===== src/sv/srsg_pkg.sv =====
// Shared types, constants and tables for the spinning ring span generator.
// No dependencies; every other file imports this package.
`default_nettype none

package srsg_pkg;

  // Angle resolution of the input index (one turn)
  localparam int ANGLE_STEPS = 64;

  // Bit-serial root: radicand below 2**14, so the root has 7 bits
  localparam int RAD_W      = 14;
  localparam int ROOT_STEPS = RAD_W / 2;
  localparam int STEP_W     = $clog2(ROOT_STEPS + 1);

  // Configuration register indexes
  localparam logic [3:0] REG_CENTER_X     = 4'd0;
  localparam logic [3:0] REG_CENTER_Y     = 4'd1;
  localparam logic [3:0] REG_OUTER_RADIUS = 4'd2;
  localparam logic [3:0] REG_INNER_RADIUS = 4'd3;
  localparam logic [3:0] REG_COLOR_TOP    = 4'd4;
  localparam logic [3:0] REG_COLOR_UPPER  = 4'd5;
  localparam logic [3:0] REG_COLOR_MIDDLE = 4'd6;
  localparam logic [3:0] REG_COLOR_BOTTOM = 4'd7;

  typedef struct packed {
    logic [8:0] center_x;
    logic [7:0] center_y;
    logic [6:0] outer_radius;
    logic [6:0] inner_radius;
    logic [7:0] color_top;
    logic [7:0] color_upper;
    logic [7:0] color_middle;
    logic [7:0] color_bottom;
  } cfg_t;

  typedef enum logic [2:0] {
    S_IDLE,
    S_PREP,
    S_SETUP,
    S_ROOT,
    S_MULT,
    S_DIV,
    S_FIN
  } state_t;

  // Controller to datapath commands
  typedef struct packed {
    logic capture;
    logic prep;
    logic setup;
    logic root_step;
    logic mult;
    logic div;
    logic finish;
  } cmd_t;

  // Datapath to controller status
  typedef struct packed {
    logic out_free;
  } sts_t;

  function automatic int sine_val(input int t);
    int s;
    begin
      unique case (t % 32)
        0:  s = 0;    1:  s = 12;   2:  s = 25;   3:  s = 37;
        4:  s = 49;   5:  s = 60;   6:  s = 71;   7:  s = 81;
        8:  s = 90;   9:  s = 98;   10: s = 106;  11: s = 112;
        12: s = 117;  13: s = 122;  14: s = 125;  15: s = 127;
        16: s = 127;  17: s = 127;  18: s = 125;  19: s = 122;
        20: s = 117;  21: s = 112;  22: s = 106;  23: s = 98;
        24: s = 90;   25: s = 81;   26: s = 71;   27: s = 60;
        28: s = 49;   29: s = 37;   30: s = 25;   default: s = 12;
      endcase
      // second half of the table is the negated first half
      return (t >= 32) ? -s : s;
    end
  endfunction

  typedef logic [6:0] cos_tab_t [64];

  // |cos| for every 6-bit angle index, built at elaboration
  function automatic cos_tab_t build_cos_tab();
    cos_tab_t tab;
    int k;
    int t;
    int s;
    begin
      for (int a = 0; a < 64; a++) begin
        k = (a + ANGLE_STEPS / 4) % ANGLE_STEPS;
        t = ((k * 64) / ANGLE_STEPS) % 64;
        s = sine_val(t);
        if (s < 0) s = -s;
        tab[a] = 7'(s);
      end
      return tab;
    end
  endfunction

  localparam cos_tab_t COS_TAB = build_cos_tab();

endpackage

`default_nettype wire


===== src/sv/srsg_cfg.sv =====
// Configuration register bank for the span generator.
// Depends on srsg_pkg for register indexes and the cfg_t bundle.
`default_nettype none

module srsg_cfg
  import srsg_pkg::*;
(
  input  wire logic       clk,
  input  wire logic       rst,
  input  wire logic       cfg_valid,
  output logic            cfg_ready,
  input  wire logic [3:0] cfg_index,
  input  wire logic [8:0] cfg_data,
  output cfg_t            cfg
);

  assign cfg_ready = 1'b1;

  always_ff @(posedge clk) begin
    if (rst) begin
      cfg.center_x     <= 9'd160;
      cfg.center_y     <= 8'd110;
      cfg.outer_radius <= 7'd44;
      cfg.inner_radius <= 7'd27;
      cfg.color_top    <= 8'd244;
      cfg.color_upper  <= 8'd243;
      cfg.color_middle <= 8'd242;
      cfg.color_bottom <= 8'd241;
    end else if (cfg_valid && cfg_ready) begin
      unique case (cfg_index)
        REG_CENTER_X:     cfg.center_x     <= cfg_data;
        REG_CENTER_Y:     cfg.center_y     <= cfg_data[7:0];
        REG_OUTER_RADIUS: cfg.outer_radius <= cfg_data[6:0];
        REG_INNER_RADIUS: cfg.inner_radius <= cfg_data[6:0];
        REG_COLOR_TOP:    cfg.color_top    <= cfg_data[7:0];
        REG_COLOR_UPPER:  cfg.color_upper  <= cfg_data[7:0];
        REG_COLOR_MIDDLE: cfg.color_middle <= cfg_data[7:0];
        REG_COLOR_BOTTOM: cfg.color_bottom <= cfg_data[7:0];
        default: ;
      endcase
    end
  end

endmodule

`default_nettype wire


===== src/sv/srsg_ctrl.sv =====
// Sequencing state machine for the span generator.
// Depends on srsg_pkg for state, command and status types.
`default_nettype none

module srsg_ctrl
  import srsg_pkg::*;
(
  input  wire logic clk,
  input  wire logic rst,
  input  wire logic in_valid,
  output logic      in_stall,
  output cmd_t      cmd,
  input  sts_t      sts
);

  state_t            state, state_next;
  logic [STEP_W-1:0] step, step_next;

  always_ff @(posedge clk) begin
    if (rst) begin
      state <= S_IDLE;
      step  <= '0;
    end else begin
      state <= state_next;
      step  <= step_next;
    end
  end

  always_comb begin
    state_next = state;
    step_next  = step;
    cmd        = '0;
    in_stall   = 1'b1;
    unique case (state)
      S_IDLE: begin
        in_stall = 1'b0;
        if (in_valid) begin
          cmd.capture = 1'b1;
          state_next  = S_PREP;
        end
      end
      S_PREP: begin
        cmd.prep   = 1'b1;
        state_next = S_SETUP;
      end
      S_SETUP: begin
        cmd.setup  = 1'b1;
        step_next  = '0;
        state_next = S_ROOT;
      end
      S_ROOT: begin
        cmd.root_step = 1'b1;
        step_next     = step + 1'b1;
        if (step == STEP_W'(ROOT_STEPS - 1)) state_next = S_MULT;
      end
      S_MULT: begin
        cmd.mult   = 1'b1;
        state_next = S_DIV;
      end
      S_DIV: begin
        cmd.div    = 1'b1;
        state_next = S_FIN;
      end
      S_FIN: begin
        // hold until the output register can take the result
        if (sts.out_free) begin
          cmd.finish = 1'b1;
          state_next = S_IDLE;
        end
      end
      default: state_next = S_IDLE;
    endcase
  end

endmodule

`default_nettype wire


===== src/sv/srsg_dp.sv =====
// Datapath: radius squares, two bit-serial square roots, scale by |cos|/127,
// span and colour assembly, and the output register. Depends on srsg_pkg.
`default_nettype none

module srsg_dp
  import srsg_pkg::*;
(
  input  wire logic              clk,
  input  wire logic              rst,
  input  cmd_t                   cmd,
  output sts_t                   sts,
  input  cfg_t                   cfg,
  input  wire logic [5:0]        angle_index,
  input  wire logic signed [7:0] row_offset,
  output logic                   out_valid,
  input  wire logic              out_stall,
  output logic                   row_present,
  output logic signed [9:0]      row_y,
  output logic signed [9:0]      left_first,
  output logic signed [9:0]      left_last,
  output logic signed [9:0]      right_first,
  output logic signed [9:0]      right_last,
  output logic                   center_dot,
  output logic [7:0]             color
);

  logic signed [7:0] dy;
  logic [6:0]        w;
  logic [7:0]        ady;
  logic [14:0]       dy2;
  logic [13:0]       ro2, ri2;
  logic [6:0]        th_hi, th_lo;
  logic              present;
  logic [RAD_W-1:0]  v_o, v_i, root_o, root_i, bitv;
  logic [13:0]       prod_o, prod_i;
  logic [6:0]        xo, xi;

  logic [7:0]        ady_c;
  logic [15:0]       th_hi_m, th_lo_m;
  logic [RAD_W:0]    try_o, try_i;
  logic [7:0]        rem_o, rem_i, q_o, q_i;
  logic [9:0]        cx10;
  logic signed [8:0] dy9, neg_hi, neg_lo, pos_lo;
  logic [7:0]        col_c;

  assign ady_c   = dy[7] ? 8'(-dy) : 8'(dy);
  assign th_hi_m = {7'd0, cfg.outer_radius, 1'b0} * 16'd171;  // (2r)/3
  assign th_lo_m = {9'd0, cfg.outer_radius} * 16'd171;        // r/3

  assign try_o = {1'b0, root_o} + {1'b0, bitv};
  assign try_i = {1'b0, root_i} + {1'b0, bitv};

  // divide by 127: floor(p/128) is at most one short
  assign rem_o = {1'b0, prod_o[6:0]} + {1'b0, prod_o[13:7]};
  assign rem_i = {1'b0, prod_i[6:0]} + {1'b0, prod_i[13:7]};
  assign q_o   = {1'b0, prod_o[13:7]} + {7'd0, (rem_o >= 8'd127)};
  assign q_i   = {1'b0, prod_i[13:7]} + {7'd0, (rem_i >= 8'd127)};

  assign cx10   = {1'b0, cfg.center_x};
  assign dy9    = {dy[7], dy};
  assign neg_hi = 9'sd0 - $signed({2'b0, th_hi});
  assign neg_lo = 9'sd0 - $signed({2'b0, th_lo});
  assign pos_lo = $signed({2'b0, th_lo});

  always_comb begin
    if (dy9 < neg_hi)      col_c = cfg.color_top;
    else if (dy9 < neg_lo) col_c = cfg.color_upper;
    else if (dy9 < pos_lo) col_c = cfg.color_middle;
    else                   col_c = cfg.color_bottom;
  end

  assign sts.out_free = !out_valid || !out_stall;

  always_ff @(posedge clk) begin
    if (cmd.capture) begin
      dy <= row_offset;
      w  <= COS_TAB[angle_index];
    end
    if (cmd.prep) begin
      ady   <= ady_c;
      dy2   <= 15'(ady_c * ady_c);
      ro2   <= cfg.outer_radius * cfg.outer_radius;
      ri2   <= cfg.inner_radius * cfg.inner_radius;
      th_hi <= th_hi_m[15:9];
      th_lo <= th_lo_m[15:9];
    end
    if (cmd.setup) begin
      present <= (ady <= {1'b0, cfg.outer_radius});
      v_o     <= ({1'b0, ro2} >= dy2) ? RAD_W'({1'b0, ro2} - dy2) : '0;
      v_i     <= ({1'b0, ri2} >= dy2) ? RAD_W'({1'b0, ri2} - dy2) : '0;
      root_o  <= '0;
      root_i  <= '0;
      bitv    <= RAD_W'(1) << (RAD_W - 2);
    end
    if (cmd.root_step) begin
      if ({1'b0, v_o} >= try_o) begin
        v_o    <= RAD_W'({1'b0, v_o} - try_o);
        root_o <= (root_o >> 1) + bitv;
      end else begin
        root_o <= root_o >> 1;
      end
      if ({1'b0, v_i} >= try_i) begin
        v_i    <= RAD_W'({1'b0, v_i} - try_i);
        root_i <= (root_i >> 1) + bitv;
      end else begin
        root_i <= root_i >> 1;
      end
      bitv <= bitv >> 2;
    end
    if (cmd.mult) begin
      prod_o <= w * root_o[6:0];
      prod_i <= w * root_i[6:0];
    end
    if (cmd.div) begin
      xo <= q_o[6:0];
      // clamp the hole to the outer half-width
      xi <= (q_i[6:0] > q_o[6:0]) ? q_o[6:0] : q_i[6:0];
    end
    if (cmd.finish) begin
      row_y <= $signed(10'({2'b0, cfg.center_y}) + {{2{dy[7]}}, dy});
      row_present <= present;
      if (present) begin
        left_first  <= $signed(cx10 - {3'd0, xo});
        left_last   <= $signed(cx10 - {3'd0, xi} - 10'd1);
        right_first <= $signed(cx10 + {3'd0, xi} + 10'd1);
        right_last  <= $signed(cx10 + {3'd0, xo});
        center_dot  <= (xo != 7'd0) && (xi == 7'd0);
        color       <= col_c;
      end else begin
        left_first  <= '0;
        left_last   <= '0;
        right_first <= '0;
        right_last  <= '0;
        center_dot  <= 1'b0;
        color       <= '0;
      end
    end
  end

  always_ff @(posedge clk) begin
    if (rst) begin
      out_valid <= 1'b0;
    end else if (cmd.finish) begin
      out_valid <= 1'b1;
    end else if (!out_stall) begin
      out_valid <= 1'b0;
    end
  end

endmodule

`default_nettype wire


===== src/sv/spinning_ring_span_generator.sv =====
// Spinning ring span generator, top level.
// Each row goes through capture, squares, setup, seven root steps, scale,
// divide and finish; a new row is accepted only after the last one finishes,
// and finish waits while a previous result is still stalled in the output.
// A finished result waits in the output register while the next row starts.
// Reset (rst, synchronous): controller idle, output empty, registers at
// center 160,110, radii 44/27, colors 244/243/242/241.
`default_nettype none

module spinning_ring_span_generator
  import srsg_pkg::*;
(
  input  wire logic              clk,
  input  wire logic              rst,
  // configuration write channel
  input  wire logic              cfg_valid,
  output logic                   cfg_ready,
  input  wire logic [3:0]        cfg_index,
  input  wire logic [8:0]        cfg_data,
  // input item channel
  input  wire logic              in_valid,
  output logic                   in_stall,
  input  wire logic [5:0]        angle_index,
  input  wire logic signed [7:0] row_offset,
  // result item channel
  output logic                   out_valid,
  input  wire logic              out_stall,
  output logic                   row_present,
  output logic signed [9:0]      row_y,
  output logic signed [9:0]      left_first,
  output logic signed [9:0]      left_last,
  output logic signed [9:0]      right_first,
  output logic signed [9:0]      right_last,
  output logic                   center_dot,
  output logic [7:0]             color
);

  cfg_t cfg;
  cmd_t cmd;
  sts_t sts;

  // Register bank; write it only while no item is in flight
  srsg_cfg u_cfg (
    .clk       (clk),
    .rst       (rst),
    .cfg_valid (cfg_valid),
    .cfg_ready (cfg_ready),
    .cfg_index (cfg_index),
    .cfg_data  (cfg_data),
    .cfg       (cfg)
  );

  // Sequencer: capture, squares, setup, root steps, scale, divide, finish
  srsg_ctrl u_ctrl (
    .clk      (clk),
    .rst      (rst),
    .in_valid (in_valid),
    .in_stall (in_stall),
    .cmd      (cmd),
    .sts      (sts)
  );

  // Arithmetic and output register
  srsg_dp u_dp (
    .clk         (clk),
    .rst         (rst),
    .cmd         (cmd),
    .sts         (sts),
    .cfg         (cfg),
    .angle_index (angle_index),
    .row_offset  (row_offset),
    .out_valid   (out_valid),
    .out_stall   (out_stall),
    .row_present (row_present),
    .row_y       (row_y),
    .left_first  (left_first),
    .left_last   (left_last),
    .right_first (right_first),
    .right_last  (right_last),
    .center_dot  (center_dot),
    .color       (color)
  );

endmodule

`default_nettype wire

===== config.mk =====
export PLATFORM = sky130hd
export DESIGN_NAME = spinning_ring_span_generator
export DESIGN_NICKNAME = d
export VERILOG_FILES = /design/src/sv/srsg_pkg.sv /design/src/sv/srsg_cfg.sv /design/src/sv/srsg_ctrl.sv /design/src/sv/srsg_dp.sv /design/src/sv/spinning_ring_span_generator.sv
export SDC_FILE = /design/constraint.sdc
export NUM_CORES = 1
export LEC_CHECK = 0
export BUFFER_PORTS_ARGS = -buffer_cell sky130_fd_sc_hd__buf_2
export CELL_PAD_IN_SITES_DETAIL_PLACEMENT = 0
export CELL_PAD_IN_SITES_GLOBAL_PLACEMENT = 1
export CORE_ASPECT_RATIO = 1.4
export CORE_MARGIN = 3
export CORE_UTILIZATION = 55
export DETAILED_ROUTE_END_ITERATION = 8
export PLACE_DENSITY_LB_ADDON = 0.2
export SYNTH_ARGS = -nofsm -noshare
export SYNTH_HDL_FRONTEND = slang
export SYNTH_HIERARCHICAL = 1
export SYNTH_SLANG_ARGS = --single-unit

===== constraint.sdc =====
create_clock -name clk -period 14.4 [get_ports clk]
set_input_delay 0.72 -clock clk [delete_from_list [all_inputs] [get_ports clk]]
set_output_delay 0.72 -clock clk [all_outputs]
set_load 0.01 [all_outputs]

==> run metrics <==
Placed Cells 3,297; IO Pins 95; Post-Syn Area per Cell 9.85 µm²; Worst EP arrival 6.20 ns; required time worst endpoint 14.68 ns; Setup TNS Final 0 ns; Die W 190 µm; clk buf depth 3; number of nets in the layout 3,236; most used cell, CP inv_1; Post-CTS Setup Bufs 0; Initial Util 0.562; distinct cell type count after synthesis 91; First DRT Iteration DRCs 887; Final min period 5.92 ns; via count 18,800; Clk Latency, worst-skew pair 0.55 ns; clock skew 0.0299 ns; Main synth FF type edfxtp_1; Lkg Pwr 12.8 nW; crit path cell chain inv_1 > ha_1 > nand2_1 > o31ai_1 > xor2_1 > inv_1 > nand2_1 > inv_1 > fa_1 > fa_1 > inv_1 > fa_1 > fa_1 > inv_1 > ha_1 > nor2_1 > nor2_1 > a31oi_1 > nor2b_1 > o21ai_0 > nor2b_1 > xnor2_1; total track usage 0.232; cells after synthesis 2,649; root buf cell clkbuf_16; die area 0.0501 mm²; initial antenna violation count 2; RSZ-0062 raised after global routing no; via-per-instance ratio 5.58; CTS tree done; post-synthesis register bit count 303; Area Growth Syn to Fin 8.14%; CTS Buf Count 35; Final Total Pwr 3.52 mW; DIE HEIGHT 264 µm; first-pass GRT wire length 94,500 µm; share of layout cells above drive strength 1 0.0777; Clock Pin Slew Worst Setup and Hold Paths 0.06 ns; EDFF count, synth 204; core area 0.0464 mm²; VDD IR max 94.2 µV; Residual DRC 0; critical path startpoint category flip-flop; Crit Path Max Fanout 8; Max Slew Vio Count 0; fmax 169 MHz; # rows 93; fin cells 3,361; filler cell count 3,967; max cap viols 0; slowest cell on the critical path edfxtp_1; crit path capture type flip-flop; hold buffers post-CTS 0; critical path class flip-flop to flip-flop; Antenna Violating Nets Remaining 0; Hold Path Class primary input to flip-flop; Final Wtd Congestion 0.860; Final period util 0.411; Post-Route WL 58,400 µm; total gr overflow 0; synth warn 6; slew margin rel. 0.312; Detailed Place HPWL 46,100 µm; maximum number of pins on one net before global-route repair 84; count of buffers from port buffering 92; outcome finished clean; Final Setup Violations 0; P per Cell Area 125 mW/mm²; Post-CTS Resized 0; WL per Instance 17.4 µm; clk sinks 303; Seq/Total Area, Yosys 0.311; htree depth 2; FFs w/ async S/R, synth 0; Cell Area, Synth 0.0261 mm²; vias in the first global route 19,000; Slew @ Worst Pin 1.03 ns; Fin. Hold Viols 0; DR pass1 iterations 5; slowest stage delay, CP 0.56 ns
==> critical path, delay by kind of cell (launching register included) <==
kind	cells	cell delay, ns
AND/OR/NAND/NOR	6	0.66
AO/OA/AOI/OAI	3	0.67
XOR/XNOR	2	0.51
buffers and inverters	5	0.63
flip-flops	1	0.56
adder cells (fa/ha/maj)	6	2.63
==> routing by layer <==
metal | GRT usage | vias up | part of all wire
met5 | 0 | - | 0.00012
met4 | 0.0934 | 2 | 0.041
met3 | 0.0335 | 107 | 0.039
met2 | 0.439 | 349 | 0.53
met1 | 0.259 | 9003 | 0.39
li1 | - | 9310 | -
==> registers in the layout, indices dropped and copies added, names as in the netlist, 9 cells and up <==
signal,cells
u_dp/dy2,13
u_dp/left_last,10
u_dp/row_y,10
u_cfg/cfg,63
u_dp/right_last,9
u_dp/right_first,9
u_dp/ro2,13
u_dp/left_first,10
u_dp/ri2,13
u_dp/root_i,14
u_dp/prod_i,14
u_dp/prod_o,14
u_dp/v_i,14
u_dp/root_o,14
u_dp/v_o,14
==> metrics by stage <==
stage                     utilization  setup WS [ns]  hold WS (ns)  cell area (µm²)
final                           0.608           8.48         0.350            28200
after CTS                       0.607           8.43         0.320            28200
after global placement          0.583           8.52         0.463            27100
after global routing            0.607           8.02         0.320            28200
after detailed placement        0.583           8.46         0.475            27100
after floorplan                     -           9.23         0.443            26100
==> cells by family after synthesis <==
family / after synthesis / synth area share
other cells: 3 / 0.000432
mux: 96 / 0.0378
compound gates: 480 / 0.119
flops: 303 / 0.311
buf+inv: 361 / 0.0552
fa+ha+maj: 487 / 0.269
simple gates: 705 / 0.136
xor+xnor: 214 / 0.0719
==> layout by cell type, fill, tap and decap left out, types with 10 or more instances in the layout <==
master and instances:
a31o_2 11, nand4_1 10, edfxtp_1 204, a22oi_1 15
o21bai_1 30, a222oi_1 10, ha_1 365, nor2_1 187
inv_1 280, clkbuf_16 36, a31oi_1 37, a22o_1 10
nand3_1 46, buf_4 14, a21oi_1 125, xnor2_1 124
mux2_2 11, nand2_1 174, mux2i_1 84, dfxtp_1 99
fa_1 122, nand2b_1 47, and2_1 100, a211oi_1 17
xor2_1 90, o21ai_0 103, buf_2 92, a21o_1 37
o21a_1 21, nor2b_1 41, nor3_1 35
==> where the power goes <==
group / leakage, nW / switching, mW / internal [mW]
Clock: 0.558 / 0.357 / 0.522
Combinational: 9.61 / 0.848 / 0.675
Sequential: 2.67 / 0.0689 / 1.05
Total: 12.8 / 1.27 / 2.25
==> final timing paths <==
kind / startpoint / end / slack [ns] / cells after the start
hold / removal: row_offset[7] / u_dp/dy[7] / 0.35 / 1
setup reg to reg: u_dp/dy[1] / u_dp/dy2[12] / 8.48 / 22
hold reg to reg: u_cfg/cfg[25] / u_cfg/cfg[25] / 0.48 / 2
setup / recovery: u_dp/dy[1] / u_dp/dy2[12] / 8.48 / 22
==> area by class of cell <==
type | instances | area [µm²] | share of cell area
tap | 617 | 772 | 0.0274
multi-input combinational | 1991 | 16600 | 0.588
clock inverter | 13 | 134 | 0.00475
sequential | 303 | 8110 | 0.287
antenna | 1 | 2.50 | 0.0000887
inverter | 280 | 1050 | 0.0373
timing repair buffer | 106 | 566 | 0.0200
clock buffer | 50 | 1000 | 0.0355
==> cells in the mapped netlist (11+ instances only) <==
| cell | number | area share |
|---|---|---|
| nand2_1 | 174 | 0.025 |
| a31o_2 | 11 | 0.0037 |
| fa_1 | 122 | 0.094 |
| o21a_1 | 21 | 0.0060 |
| edfxtp_1 | 204 | 0.23 |
| a211oi_1 | 17 | 0.0049 |
| mux2_2 | 11 | 0.0047 |
| a21o_1 | 37 | 0.011 |
| ha_1 | 365 | 0.18 |
| inv_1 | 280 | 0.040 |
| and2_1 | 100 | 0.024 |
| nand3_1 | 46 | 0.0088 |
| a22oi_1 | 15 | 0.0043 |
| nand2b_1 | 47 | 0.011 |
| clkbuf_1 | 59 | 0.0085 |
| a31oi_1 | 37 | 0.0089 |
| o21bai_1 | 30 | 0.0086 |
| a21oi_1 | 125 | 0.024 |
| nor2b_1 | 41 | 0.0098 |
| xnor2_1 | 124 | 0.042 |
| nor3_1 | 35 | 0.0067 |
| o21ai_0 | 103 | 0.020 |
| xor2_1 | 90 | 0.030 |
| nor2_1 | 187 | 0.027 |
| mux2i_1 | 84 | 0.032 |
| dfxtp_1 | 99 | 0.076 |
No activity file was read; power rests on OpenSTA's default activity.
